==> src/sv/inu_pkg.sv <==
// ---------------------------------------------------------------------------
// inu_pkg
// Types and constants shared by the nearest-neighbor upscaler modules.
// ---------------------------------------------------------------------------
package inu_pkg;

	localparam int PIX_W    = 24;
	localparam int SCALE_W  = 6;
	localparam int WIDTH_W  = 11;
	localparam int HEIGHT_W = 16;
	localparam int PASS_W   = 5;
	localparam int CFG_W    = 16;
	localparam int CFG_IDX_W = 2;

	localparam logic [CFG_IDX_W-1:0] CFG_SCALE     = 2'd0;
	localparam logic [CFG_IDX_W-1:0] CFG_IN_WIDTH  = 2'd1;
	localparam logic [CFG_IDX_W-1:0] CFG_IN_HEIGHT = 2'd2;

	localparam logic ACT_PIXEL = 1'b0;
	localparam logic ACT_TICK  = 1'b1;

	typedef struct packed {
		logic             action;
		logic [PIX_W-1:0] pixel;
	} in_t;

	typedef struct packed {
		logic [PIX_W-1:0] out_pixel;
		logic [1:0]       pad_bytes;
		logic             row_last;
		logic             frame_last;
		logic             run_last;
		logic             error;
	} out_t;

	typedef struct packed {
		logic [PIX_W-1:0]   pixel;
		logic [SCALE_W-1:0] last_idx;
		logic               row_end;
		logic               frame_end;
		logic [1:0]         pad;
		logic               error;
	} cmd_t;

endpackage

==> src/sv/inu_back.sv <==
// ---------------------------------------------------------------------------
// inu_back
// Expands each run command into its output pixels, one per cycle while the
// queue is not empty and the output is not stalled, into a registered output stage.
// ---------------------------------------------------------------------------
module inu_back (
	input  logic          clk,
	input  logic          arst_n,
	input  logic          empty,
	input  inu_pkg::cmd_t head,
	output logic          pop,
	output logic          dst_valid,
	input  logic          dst_ready,
	output inu_pkg::out_t dst_item
);

	import inu_pkg::*;

	logic [SCALE_W-1:0] k_q;
	logic               dst_valid_q;
	out_t               dst_item_q;
	logic               load;
	logic               last;

	assign load = !empty && (!dst_valid_q || dst_ready);
	assign last = (k_q == head.last_idx);
	assign pop  = load && last;

	always_ff @(posedge clk or negedge arst_n) begin
		if (!arst_n) begin
			k_q         <= '0;
			dst_valid_q <= 1'b0;
		end else begin
			if (load) begin
				k_q         <= last ? '0 : k_q + SCALE_W'(1);
				dst_valid_q <= 1'b1;
			end else if (dst_ready) begin
				dst_valid_q <= 1'b0;
			end
		end
	end

	always_ff @(posedge clk) begin
		if (load) begin
			dst_item_q.out_pixel  <= head.pixel;
			dst_item_q.pad_bytes  <= last ? head.pad : 2'd0;
			dst_item_q.row_last   <= last && head.row_end;
			dst_item_q.frame_last <= last && head.frame_end;
			dst_item_q.run_last   <= last;
			dst_item_q.error      <= head.error;
		end
	end

	assign dst_valid = dst_valid_q;
	assign dst_item  = dst_item_q;

endmodule

==> config.mk <==
export PLATFORM = sky130hd
export DESIGN_NAME = inu_back
export DESIGN_NICKNAME = d
export VERILOG_FILES = /design/src/sv/inu_pkg.sv /design/src/sv/inu_back.sv
export SDC_FILE = /design/constraint.sdc
export NUM_CORES = 1
export LEC_CHECK = 0
export ABC_AREA = 1
export ABC_CLOCK_PERIOD_IN_PS = 5050
export BUFFER_PORTS_ARGS = -buffer_cell sky130_fd_sc_hd__clkbuf_2
export CORE_ASPECT_RATIO = 1.2
export CORE_MARGIN = 2
export CORE_UTILIZATION = 48
export DETAILED_ROUTE_END_ITERATION = 6
export PLACE_DENSITY = 0.93
export SYNTH_ARGS = -nofsm -noshare
export SYNTH_HDL_FRONTEND = slang
export SYNTH_SLANG_ARGS = --single-unit
==> constraint.sdc <==
create_clock -name clk -period 5.05 [get_ports clk]
set_clock_uncertainty 0.15 [all_clocks]
set_input_delay 0.7575 -clock clk [delete_from_list [all_inputs] [get_ports clk]]
set_output_delay 0.7575 -clock clk [all_outputs]
set_load 0.1 [all_outputs]
After elaboration in Yosys (flattened, before gate mapping)
Index checks and enable logic that the tools add are counted.
{"block": "classes", "n_eq_ne": 1, "add_sub_neg": 1, "mux": 3, "reduce_logical": 8}
{"cell": "6-bit by 1-bit adder with 6-bit output, second input constant", "n": 1}
{"cell": "6-bit equality test", "n": 1}
{"cell": "6-bit two-way mux", "n": 1}
{"cell": "1-bit logical AND", "n": 4}
{"cell": "1-bit logical NOT", "n": 2}
{"cell": "1-bit two-way mux", "n": 2}
{"cell": "2-bit nonzero test", "n": 1}
{"cell": "1-bit logical OR", "n": 1}
{"block": "totals", "out_inout_bits": 32, "inputBits": 39, "ff_bits": 37}

Depth between registers and ports, before layout
{"block": "logic_depth", "depth_word": 4, "mapped_depth": 8, "depth_no_buf": 8}

Worst setup path before layout
Ideal clock, no wire load.
{"block": "synth_path", "path_kind": "input to output", "start": "input port head[6] in the netlist's numbering", "end": "output port pop", "arrival_ps": 1705, "slack_ps": 2438, "required_ps": 4143, "path_stages": 5, "cell_sequence": "nor2_1 > nor2_1 > nor2_1 > nand3_4 > nor2_4"}
{"block": "synth_via", "elab_chain_cells": 2}
{"element": "start, declared", "line_no": "inu_back.sv:10", "source": "input inu_pkg::cmd_t head,"}
{"element": "6-bit equality test", "line_no": "inu_back.sv:26", "source": "assign last = (k_q == head.last_idx);"}
{"element": "1-bit logical AND", "line_no": "inu_back.sv:27", "source": "assign pop = load && last;"}
{"element": "end, declared", "line_no": "inu_back.sv:11", "source": "output logic pop,"}
No other way between the ends.

Final worst setup path
Ends and elaborated chain as after synthesis.

==> impl_metrics.tcl <==
set metrics [dict create \
    required_ns 4.14 \
    portBuffers 70 \
    clkLatencyLatePin_ns 0.32 \
    ys_types 13 \
    layout_commonest_cell "clkbuf_2" \
    die_h_um 63.69 \
    outcome "finished, final reports clean" \
    r2r_slack_ns 3.10 \
    max_slew.worst_pin.slew_ns 1.059 \
    drc 0 \
    hold_buffers 0 \
    whs_ns 0.1140 \
    wire_per_inst_um 12.87 \
    first_iter_violations 34 \
    dp.cells 221 \
    syn_nets 157 \
    period_share 0.5688 \
    cp-end-kind "output port" \
    setup_viol 0 \
    cp.arrival_ns 1.97 \
    num_rows 21 \
    grt_pass1_wl_um 4236 \
    cts_setup_buffers 0 \
    peakVddDrop_mv 0.2709 \
    boundaryPins 71 \
    finalPower_mw 0.7794 \
    grt_max_degree 31 \
    antenna_found_initial 0 \
    p_leak_nw 0.9632 \
    gp_congestion 0.7782 \
    reg2reg_from "dst_valid" \
    slew_violations 0 \
    cts-root-buf "clkbuf_4" \
    drtAntennaViolNets 0 \
    post_cts_resized 0 \
    layout.cells.non_filler 229 \
    nets 234 \
    critPathLaunchType "input port" \
    nFillCells 235 \
    power_density_mw_per_mm2 417.2 \
    slew_headroom 0.2929 \
    r2r_end "dst_item[17]" \
    yosys_warnings 0 \
    clock-sinks 37 \
    die_w_um 53.74 \
    dp_hpwl_um 2426 \
    max_freq_ghz 0.3481 \
    postSynthCellCount 117 \
    synth_edf_count 30 \
    cts_buffer_depth 2 \
    rr_worst_depth 3 \
    critPathKind "input port to output port" \
    setup_slack_ns 2.177 \
    grt_use_total 0.1773 \
    async_reset_ff_frac 0.1892 \
    ys_seq_elements 37 \
    syn2layout_area_growth_pct 31.08 \
    cts_buffers 5 \
    rsz0062_at_grt "false" \
    htree_num_levels 2 \
    hold_class "input port to asynchronous set/reset pin" \
    tns_ns 0 \
    layout-drive-gt1-share 0.4205 \
    synth-seq-area-share 0.7550 \
    grt_pass1_vias 944 \
    grt-ovfl-total 0 \
    via_per_inst 4.651 \
    timing.max_cap.violations 0 \
    routed_wl_um 2947 \
    finalCriticalPeriod_ns 2.873 \
    place_ws_ns 2.182 \
    core_area_mm2 0.002811 \
    vias 1065 \
    initial_core_util 0.5069 \
    cp_max_fo 8 \
    clk_pin_slew_ns 0.09 \
    cts_tree "built" \
    syn_area_per_cell_um2 12.18 \
    synthFlopType "edfxtp_1" \
    die_area_mm2 0.003423 \
    mostFrequentLayoutCells "70 x clkbuf_2, 30 x nand2_1, 30 x edfxtp_1" \
    synth_area_mm2 0.001425 \
    firstDrtPassIters 4 \
    hold_violations 0 \
    diodes 0 \
]
[logic make-up after synthesis]
kind of cell               after synthesis  share of synthesized area
and+or+nand+nor                         55                     0.1659
xor gates and xnor gates                 2                    0.01229
DFF                                     37                     0.7550
buffers and inverters                   22                    0.05795
adders and majority gates                1                   0.008778
[routing by layer]
metal | wire length [µm] | up-vias | GRT usage
met5 | 0 | - | 0
met4 | 25 | 0 | 0.04808
met3 | 422 | 3 | 0.08294
met2 | 1478 | 71 | 0.3201
met1 | 1020 | 472 | 0.1710
li1 | - | 519 | -
[flip-flops by register name (all words and copies together) (netlist names)]
| signal | count |
|---|---|
| dst_valid | 1 |
| k_q | 6 |
| dst_item | 30 |
[final cells by class]
cell class	instances	area, µm²	share of cell area
Sequential cell	37	1076	0.5760
Timing Repair Buffer	70	350.3	0.1875
Multi-Input combinational cell	58	266.5	0.1427
Inverter	22	82.58	0.04421
Clock buffer	7	45.04	0.02411
Tap cell	34	42.54	0.02277
Clock inverter	1	5.005	0.002679
[worst max-delay path: stages]
cell      delay [ns]
clkbuf_2        0.09
nor2_1          0.09
nor2_1          0.05
nor2_1          0.18
nand3_4         0.15
nor2_4          0.17
clkbuf_2        0.48
[power breakdown]
| part | total, mW | internal (mW) | switching (mW) |
|---|---|---|---|
| clock | 0.139 | 0.0543 | 0.0848 |
| sequential | 0.402 | 0.369 | 0.0330 |
| combinational | 0.238 | 0.0578 | 0.180 |
| total | 0.779 | 0.482 | 0.298 |
[synth_stat cells, types with 2 or more instances]
master | number | area share
nor2_1 | 18 | 0.047
nand2_1 | 30 | 0.079
dfrtp_1 | 7 | 0.12
inv_2 | 2 | 0.0053
xor2_1 | 2 | 0.012
nand3_1 | 3 | 0.011
inv_1 | 20 | 0.053
edfxtp_1 | 30 | 0.63
[how the worst max path moves through the flow]
stage               startpoint  end  slack, ns  cells after the start
finish                 head[6]  pop       2.18                      7
global route           head[6]  pop       2.07                      8
CTS                    head[6]  pop       2.18                      7
detailed placement     head[6]  pop       2.18                      7
global placement      head[10]  pop       2.23                      8
floorplan              head[6]  pop       2.44                      5
[stage by stage]
stage,cell area [µm²],util
after CTS,1868,0.6644
after floorplan,1425,-
after detailed placement,1818,0.6466
after global routing,1868,0.6644
after global placement,1818,0.6466
final,1868,0.6644
No activity file was read; power rests on OpenSTA's default activity.
