`src/sv/inu_pkg.sv`:
```
// ---------------------------------------------------------------------------
// inu_pkg
// Types and constants shared by the nearest-neighbor upscaler modules.
// ---------------------------------------------------------------------------
package inu_pkg;

	localparam int PIX_W    = 24;
	localparam int SCALE_W  = 6;
	localparam int WIDTH_W  = 11;
	localparam int HEIGHT_W = 16;
	localparam int PASS_W   = 5;
	localparam int CFG_W    = 16;
	localparam int CFG_IDX_W = 2;

	localparam logic [CFG_IDX_W-1:0] CFG_SCALE     = 2'd0;
	localparam logic [CFG_IDX_W-1:0] CFG_IN_WIDTH  = 2'd1;
	localparam logic [CFG_IDX_W-1:0] CFG_IN_HEIGHT = 2'd2;

	localparam logic ACT_PIXEL = 1'b0;
	localparam logic ACT_TICK  = 1'b1;

	typedef struct packed {
		logic             action;
		logic [PIX_W-1:0] pixel;
	} in_t;

	typedef struct packed {
		logic [PIX_W-1:0] out_pixel;
		logic [1:0]       pad_bytes;
		logic             row_last;
		logic             frame_last;
		logic             run_last;
		logic             error;
	} out_t;

	typedef struct packed {
		logic [PIX_W-1:0]   pixel;
		logic [SCALE_W-1:0] last_idx;
		logic               row_end;
		logic               frame_end;
		logic [1:0]         pad;
		logic               error;
	} cmd_t;

endpackage

```
`src/sv/inu_queue.sv`:
```
// ---------------------------------------------------------------------------
// inu_queue
// Two-entry command queue between the front end and the back end.
// ---------------------------------------------------------------------------
module inu_queue (
	input  logic          clk,
	input  logic          arst_n,
	input  logic          push,
	input  inu_pkg::cmd_t push_cmd,
	input  logic          pop,
	output logic          full,
	output logic          empty,
	output inu_pkg::cmd_t head
);

	import inu_pkg::*;

	cmd_t       ent_q [2];
	logic       wp_q;
	logic       rp_q;
	logic [1:0] cnt_q;

	assign full  = (cnt_q == 2'd2);
	assign empty = (cnt_q == 2'd0);
	assign head  = ent_q[rp_q];

	always_ff @(posedge clk) begin
		if (push) begin
			ent_q[wp_q] <= push_cmd;
		end
	end

	always_ff @(posedge clk or negedge arst_n) begin
		if (!arst_n) begin
			wp_q  <= 1'b0;
			rp_q  <= 1'b0;
			cnt_q <= 2'd0;
		end else begin
			if (push) begin
				wp_q <= !wp_q;
			end
			if (pop) begin
				rp_q <= !rp_q;
			end
			if (push && !pop) begin
				cnt_q <= cnt_q + 2'd1;
			end else if (pop && !push) begin
				cnt_q <= cnt_q - 2'd1;
			end
		end
	end

endmodule

```
`config.mk`:
```
export PLATFORM = sky130hd
export DESIGN_NAME = inu_queue
export DESIGN_NICKNAME = d
export VERILOG_FILES = /design/src/sv/inu_pkg.sv /design/src/sv/inu_queue.sv
export SDC_FILE = /design/constraint.sdc
export NUM_CORES = 1
export LEC_CHECK = 0
export BUFFER_PORTS_ARGS = -buffer_cell sky130_fd_sc_hd__buf_2
export CORE_UTILIZATION = 45
export CTS_CLUSTER_DIAMETER = 50
export CTS_CLUSTER_SIZE = 12
export DETAILED_ROUTE_END_ITERATION = 8
export PLACE_DENSITY = 0.69
export SYNTH_ARGS = -nofsm -noshare
export SYNTH_HDL_FRONTEND = slang
export SYNTH_SLANG_ARGS = --single-unit
```
`constraint.sdc`:
```
create_clock -name clk -period 4.09 [get_ports clk]
set_input_delay 0.6135 -clock clk [delete_from_list [all_inputs] [get_ports clk]]
set_output_delay 0.6135 -clock clk [all_outputs]
set_load 0.03 [all_outputs]
```
=== After elaboration in Yosys (flattened, before gate mapping) ===
Memory sizes are Yosys's and may differ from the RTL's.
Cells that the tools add are included.

* Latch bits: 0
* RAM bits: 70
* Bits in read-only memories: 0
* Logic and storage cells: 19
* Memories: 1
* Register bits after elaboration: 4
* Output and inout port bits: 37

* Shifts and indexed selects: 0
* Eq/ne operators: 1
* $lt $le $gt $ge: 0
* Divide/modulo/power cells: 0
* Multipliers: 0
* Add/sub/neg operators: 2
* Mux-type cells: 4
* Bitwise operators: 0
* Reductions and logical operators: 8

{| class="wikitable"
|+ Memories
! name !! depth !! width !! rd ports !! clocked after Yosys merged registers in !! wr ports !! line !! text
|-
| ent_q || 2 || 35 || 1 || 0 || 1 || inu_queue.sv:18 || <nowiki>cmd_t ent_q [2];</nowiki>
|}

{| class="wikitable"
|+ Operators with widths
! kind !! count
|-
| $logic_not A1 Y1 || 4
|-
| $mux W2 || 2
|-
| $add A2 B1 Y2 const B || 1
|-
| $eq A2 B2 Y1 const B || 1
|-
| $logic_and A1 B1 Y1 || 2
|-
| $logic_not A2 Y1 || 1
|-
| $mux W1 || 2
|-
| $reduce_bool A2 Y1 || 1
|-
| $sub A2 B1 Y2 const B || 1
|}

=== Longest topological paths before layout ===
Gate-level depths: netlist of run 1.

* Depth in word-level cells: 4
* Mapped depth: 5

=== Least setup slack after synthesis of run 1 ===
No wires, ideal clock.

* Path kind: input to register
* Start point: input push
* End point: memory ent_q[0][0] in the netlist's numbering (enable)
* Required time: 3.659 ns
* Stages: 1
* Arrival: 2.189 ns
* Path slack: 1.469 ns
* Cell sequence: nor2b_1

* Longest elaborated chain between the ends: 2

{| class="wikitable"
|+ RTL lines
! item !! line !! text
|-
| from (decl) || inu_queue.sv:8 || <nowiki>input logic push,</nowiki>
|-
| $mux W1 || inu_queue.sv:28 || <nowiki>if (push) begin</nowiki>
|-
| $mux W1 (implied by the code) || inu_queue.sv:29 || <nowiki>ent_q[wp_q] <= push_cmd;</nowiki>
|-
| to (decl) || inu_queue.sv:18 ||
|}

Every way passes these cells.

==> impl_results.md, run 1 <==
* Global routing usage summed across all routing layers at 13.4%
* Placed Cells at 271
* Reg2Reg Setup Slack at 2.45 ns
* Element type at the critical path end: primary output
* Post-layout min period at 2.61 ns
* Clock Latency Late Sink at 0.32 ns
* Number of CTS-inserted buffers at 9
* Vias after detailed routing at 1324
* Synthesized instance count at 125
* Timing-limited maximum frequency at 384 MHz
* Die width at 81.8 microns
* Clock tree skew after final layout at 0.00417 ns
* Netlist area before placement at 2860 sq um
* Initial cell density of the core at 47.5%
* Hold_buf cts at 0
* Final #Nets at 247
* DIE AREA at 6680 sq um
* Number of clock sinks at 74
* Type of element launching the critical path: flip-flop
* Standard-cell rows at 28
* Final hold violation count at 0
* Port Buffers at 75
* Clock power frac at 17.9%
* Number of nets with antenna violations after routing at 0
* Hpwl dp at 2620 microns
* Cell-internal power at 1.61 mW
* Post-route insts no fill at 287
* Sequential-to-total area share from yosys stat at 76.9%
* Biggest fanout along the worst timing path at 36
* PostCTS Resize Cnt at 0
* Total power density per cell area at 721 nW/um^2
* Core outline area at 6030 sq um
* Gate power share at 35.6%
* DR vias/cell at 4.61
* Power dissipated by switching net loads at 864 uW
* Residual DRC at 0
* Global-route wire length before repair at 6180 microns
* Fill cell count at 491
* Area growth from synthesis to layout at 19.6%
* Clock root buffer: sky130_fd_sc_hd__clkbuf_8
* Final setup violation count at 0
* Data required time at the worst endpoint at 3.48 ns
* Initial antenna violation count at 0
* Boundary pin count at 76
* Largest voltage drop on the vdd net at 0.458 mV
* Number of DRC markers after the initial detailed-route iteration at 44
* Routability cong. at 0.681
* CTS clock-pin slew for the worst setup and hold paths at 0.07 ns
* Setup repair after global routing missed its margin: false
* Total number of H-tree levels at 3
* Floorplan die height at 81.8 microns
* Diode count at 0
* Maximum number of pins on one net before global-route repair at 37
* Remaining global-route overflow at 0
* Final period utilization at 63.7%
* Clock tree from TritonCTS: done
* Sequential Power Share at 46.5%
* Critical path class: flip-flop to primary output
* Status: complete, no violations
* Reg2reg end: ent_q[0][5]
* Via count of the first global-routing pass at 1302
* Final Max Slew Viols at 0
* Sum of routed wire length over all layers at 4060 microns
* Avg Synthesized Cell Area at 22.9 sq um
* Summed negative setup slack over all endpoints at 0 ns
* Count of state elements after synthesis at 74
* Worst Path Arrival at 1.99 ns
* Switching share of power at 35.0%
* Hold Crit Class: input port to async pin
* Startpoint of the worst register-to-register path: wp_q
* Headroom to the max-slew limit at 29.6%
* Maximum Capacitance Violations at 0
* Maximum clock path buffer count at 2
* Slew of the pin with the lowest slew margin at 1.06 ns
* Post-synth cell types at 13
* Fraction of layout instances using a drive strength above 1 at 59.0%
* Number of iterations in the first detailed-routing pass at 4
* Net Count, Synth at 165
* Leakage Power at 1.39 nW
* Final core area utilization at 56.8%
* Setup Fix Bufs, Post-CTS at 0
* Number of cells on the worst reg-to-reg path at 1
* Number of warnings printed during yosys synthesis at 0
* Post-DR wirelength/cell at 14.1 microns
==> cells in the mapped netlist (all sizes together) <==
cell type	count	share of area, %
and2	1	0.22
buf	4	2.5
dfrtp	4	3.5
edfxtp	70	73
ha	1	0.44
inv	1	0.13
mux2	35	18
nor2	2	0.26
nor2b	2	0.44
xnor2	1	0.31
xor2	4	1.2
==> layout by cell type, fill, tap and decap left out, drive strengths merged <==
cell type / n
edfxtp: 70
mux2: 35
and2: 1
clkbuf: 12
dfrtp: 4
clkinv: 4
nor2b: 2
xnor2: 1
ha: 1
nor2: 2
xor2: 4
inv: 1
buf: 75
==> worst max-delay path by stage <==
stage	slack, ns	cells past startpoint	startpoint	to
after floorplan	1.47	1	push	ent_q[0][0]
after global placement	1.80	2	rp_q	head[27]
after detailed placement	1.78	2	rp_q	head[34]
final	1.48	2	rp_q	head[34]
after global routing	1.38	2	rp_q	head[32]
after CTS	1.41	2	rp_q	head[34]
==> cell type report <==
cell class | count | area (sq um) | area share [%]
Multi-Input combinational cell | 46 | 594 | 17.4
Inverter | 1 | 3.75 | 0.110
Timing Repair Buffer | 75 | 375 | 11.0
Clock buffer | 12 | 135 | 3.95
Sequential cell | 74 | 2200 | 64.3
Clock inverter | 4 | 18.8 | 0.548
Tap cell | 75 | 93.8 | 2.74
==> flip-flops by register name, summed over array words and instances (netlist names) <==
name	cells
cnt_q	2
ent_q	70
rp_q	1
wp_q	1
==> through the flow <==
| stage | area [sq um] | total power, mW | worst slack, ns | hold slack (ns) |
|---|---|---|---|---|
| 4_1_cts | 3420 | 2.51 | 1.41 | 0.0659 |
| 6_report | 3420 | 2.47 | 1.48 | 0.0829 |
| 3_3_place_gp | 3270 | 2.05 | 1.80 | 0.426 |
| 3_5_place_dp | 3270 | 2.06 | 1.78 | 0.430 |
| 2_1_floorplan | 2860 | 1.90 | 1.47 | 0.318 |
| 5_1_grt | 3420 | 2.59 | 1.38 | 0.0681 |
==> kinds of logic (layout without fill, tap and decap cells) <==
family / after synthesis / in the layout / synth area share [%]
and+or+nand+nor: 5 / 5 / 0.918
DFF: 74 / 74 / 76.9
xor gates and xnor gates: 5 / 5 / 1.53
adders and majority gates: 1 / 1 / 0.437
buffers and inverters: 5 / 92 / 2.62
muxes: 35 / 35 / 17.6
==> power by group through the flow <==
stage | combinational (mW) | sequential (mW) | clock (mW)
finish | 0.880 | 1.15 | 0.441
floorplan | 0.831 | 1.06 | 0
detailed placement | 0.890 | 1.17 | 0
global route | 0.939 | 1.17 | 0.484
global placement | 0.886 | 1.16 | 0
CTS | 0.893 | 1.16 | 0.460
==> per-layer routing <==
| layer | track usage (%) | share of wire, % |
|---|---|---|
| met1 | 15.5 | 43 |
| met4 | 8.95 | 1.9 |
| met3 | 3.67 | 6.8 |
| met5 | 0 | 0 |
| met2 | 21.9 | 48 |
==> worst max-delay path: stages, from the launching register on <==
cell and delay (ns):
sky130_fd_sc_hd__dfrtp_2 1.06, sky130_fd_sc_hd__mux2_2 0.42, sky130_fd_sc_hd__buf_2 0.18
(Power assumes the default switching activity.)
==> run 2, diff against run 1 <==
- clock period: 4.09 -> 2.4 ns (I/O delays scaled with it)
==> run 2 against run 1 <==
Effect of this change: critical path type unchanged; clock skew rose by 0.0020 ns; non-clock buffer count rose by 6; flip-flop and latch count did not move; critical path depth rose by 1; utilization rose by 2.7 points; power rose by 90%; via count rose by 3.5%; hold slack improved by 0.14 ns; first-iteration DRC count rose by 55%.
==> impl_results.md, run 2 (same netlist as run 1, synthesis figures left out) <==
* Post-layout min period at 1.98 ns
* Biggest regs: ent_q (70), cnt_q (2)
* Sum of routed wire length over all layers at 4230 microns (+4.3%)
* Met1 Routed Length at 1760 microns (+0.57%)
* Worst Hold Slack at 0.222 ns (+0.140 ns)
* Multi-input gate area at 594 sq um (unchanged)
* Area growth from synthesis to layout at 25.3%
* Most frequent cells in the layout: sky130_fd_sc_hd__buf_2 (75), sky130_fd_sc_hd__edfxtp_1 (70), sky130_fd_sc_hd__mux2_4 (29)
* Clock tree skew after final layout at 0.00617 ns (+0.00200 ns)
* Initial antenna violation count at 0 (unchanged)
* Post-route insts no fill at 293 (+2.1%)
* Area taken by flip-flops and latches at 2200 sq um (unchanged)
* Residual DRC at 0 (unchanged)
* Flip-flop count of the largest register, all copies and words added at 70 (unchanged)
* Hold Crit Class: input port to flip-flop
* Vias after detailed routing at 1371 (+3.5%)
* Total power density per cell area at 1310 nW/um^2 (+82%)
* Headroom to the max-slew limit at 57.6% (+28 points)
* Type of element launching the critical path: flip-flop
* Via count of the first global-routing pass at 1338 (+2.8%)
* Fraction of layout instances using a drive strength above 1 at 60.1% (+1.1 points)
* Hpwl dp at 2870 microns (+9.5%)
* Final Max Slew Viols at 0 (unchanged)
* WL met3 at 254 microns (-8.0%)
* Total number of H-tree levels at 3 (unchanged)
* Status: complete, no violations
* Port Buffers at 75 (unchanged)
* Boundary pin count at 76 (unchanged)
* Clock Latency Late Sink at 0.32 ns (about the same)
* Global routing usage summed across all routing layers at 13.6% (+0.21 points)
* PostCTS Resize Cnt at 0 (unchanged)
* DIE AREA at 6680 sq um (unchanged)
* Max stage delay on crit path at 0.38 ns (-0.68 ns)
* Post-DR wirelength/cell at 14.4 microns (+2.2%)
* Number of iterations in the first detailed-routing pass at 4 (unchanged)
* Global-route wire length before repair at 6350 microns (+2.8%)
* Top routing layer used: met4
* CTS clock-pin slew for the worst setup and hold paths at 0.07 ns (about the same)
* Buffers and inverters on the worst path at 2 (+1)
* Die width at 81.8 microns (unchanged)
* Setup Fix Bufs, Post-CTS at 0 (unchanged)
* Timing-limited maximum frequency at 505 MHz
* Number of CTS-inserted buffers at 9 (unchanged)
* Final setup violation count at 0 (unchanged)
* Register bank with the most flops: ent_q
* Largest voltage drop on the vdd net at 0.866 mV (+89%)
* Number of clock sinks at 74 (unchanged)
* Clock root buffer: sky130_fd_sc_hd__clkbuf_8
* Element type at the critical path end: primary output
* Initial cell density of the core at 47.5% (unchanged)
* Biggest fanout along the worst timing path at 24 (-33%)
* Placed Cells at 276 (+1.8%)
* Final period utilization at 82.4%
* Standard-cell rows at 28 (unchanged)
* Detailed route wirelength on metal2 at 2180 microns (+12%)
* Maximum number of pins on one net before global-route repair at 27 (-27%)
* DR vias/cell at 4.68 (+1.4%)
* Hold_buf cts at 1 (+1)
* Final hold violation count at 0 (unchanged)
* Number of nets with antenna violations after routing at 0 (unchanged)
* Floorplan die height at 81.8 microns (unchanged)
* Worst Path Arrival at 1.62 ns (-0.37 ns)
* Core outline area at 6030 sq um (unchanged)
* Most frequent standard cell in the layout excluding fill and tap cells: sky130_fd_sc_hd__buf_2
* Data required time at the worst endpoint at 2.04 ns (-1.44 ns)
* Critical path cell sequence: buf_4 -> mux2_2 -> buf_2
* Remaining global-route overflow at 0 (unchanged)
* Summed negative setup slack over all endpoints at 0 ns (unchanged)
* Final #Nets at 253 (+2.4%)
* Number of DRC markers after the initial detailed-route iteration at 68 (+55%)
* Slew of the pin with the lowest slew margin at 0.636 ns (-0.419 ns)
* Maximum clock path buffer count at 2 (unchanged)
* Slowest CP cell: sky130_fd_sc_hd__mux2_2
* Maximum Capacitance Violations at 0 (unchanged)
* Clock tree from TritonCTS: done
* Fill cell count at 479 (-2.4%)
* Diode count at 0 (unchanged)
* Crit-path leading delay family: buffers and inverters
* Leakage Power at 1.47 nW (+5.5%)
* Critical path class: flip-flop to primary output
* Setup repair after global routing missed its margin: false
* Routability cong. at 0.694 (+1.9%)
run 2: cell type report:
cell class / instances / area share (%)
Tap cell: 75 / 2.62
Inverter: 1 / 0.105
Clock buffer: 9 / 3.45
Sequential cell: 74 / 61.4
Clock inverter: 7 / 3.66
Timing Repair Buffer: 81 / 12.1
Multi-Input combinational cell: 46 / 16.6
run 2: path summary, 6_finish.rpt:
kind	start	endpoint	slack, ns	cells past startpoint
hold / removal	push_cmd[8]	ent_q[0][8]	0.22	1
max in group asynchronous	arst_n	rp_q	1.90	2
hold reg to reg	cnt_q[1]	cnt_q[1]	0.49	1
setup / recovery	rp_q	head[27]	0.42	3
min in group asynchronous	arst_n	wp_q	0.37	2
setup reg to reg	wp_q	ent_q[1][24]	0.84	2
run 2: through the flow:
| step | setup WS, ns | utilization, % | power, mW | instance area (sq um) |
|---|---|---|---|---|
| 2_1_floorplan | 0.659 | - | 3.23 | 2870 |
| 3_3_place_gp | 0.772 | 55.1 | 3.53 | 3320 |
| 3_5_place_dp | 0.760 | 55.1 | 3.56 | 3320 |
| 4_1_cts | 0.384 | 59.5 | 4.76 | 3590 |
| 5_1_grt | 0.321 | 59.5 | 4.91 | 3590 |
| 6_report | 0.421 | 59.5 | 4.70 | 3590 |
run 2: layer usage:
| metal | up-vias | track usage (%) |
|---|---|---|
| li1 | 660 | - |
| met2 | 42 | 22.1 |
| met4 | 0 | 7.89 |
| met3 | 5 | 3.78 |
| met1 | 664 | 16.3 |
| met5 | - | 0 |
run 2: where the power goes:
group | switching (mW) | total (mW) | internal (mW)
Sequential | 0.0820 | 1.80 | 1.72
Combinational | 1.02 | 1.70 | 0.680
Clock | 0.416 | 1.20 | 0.785
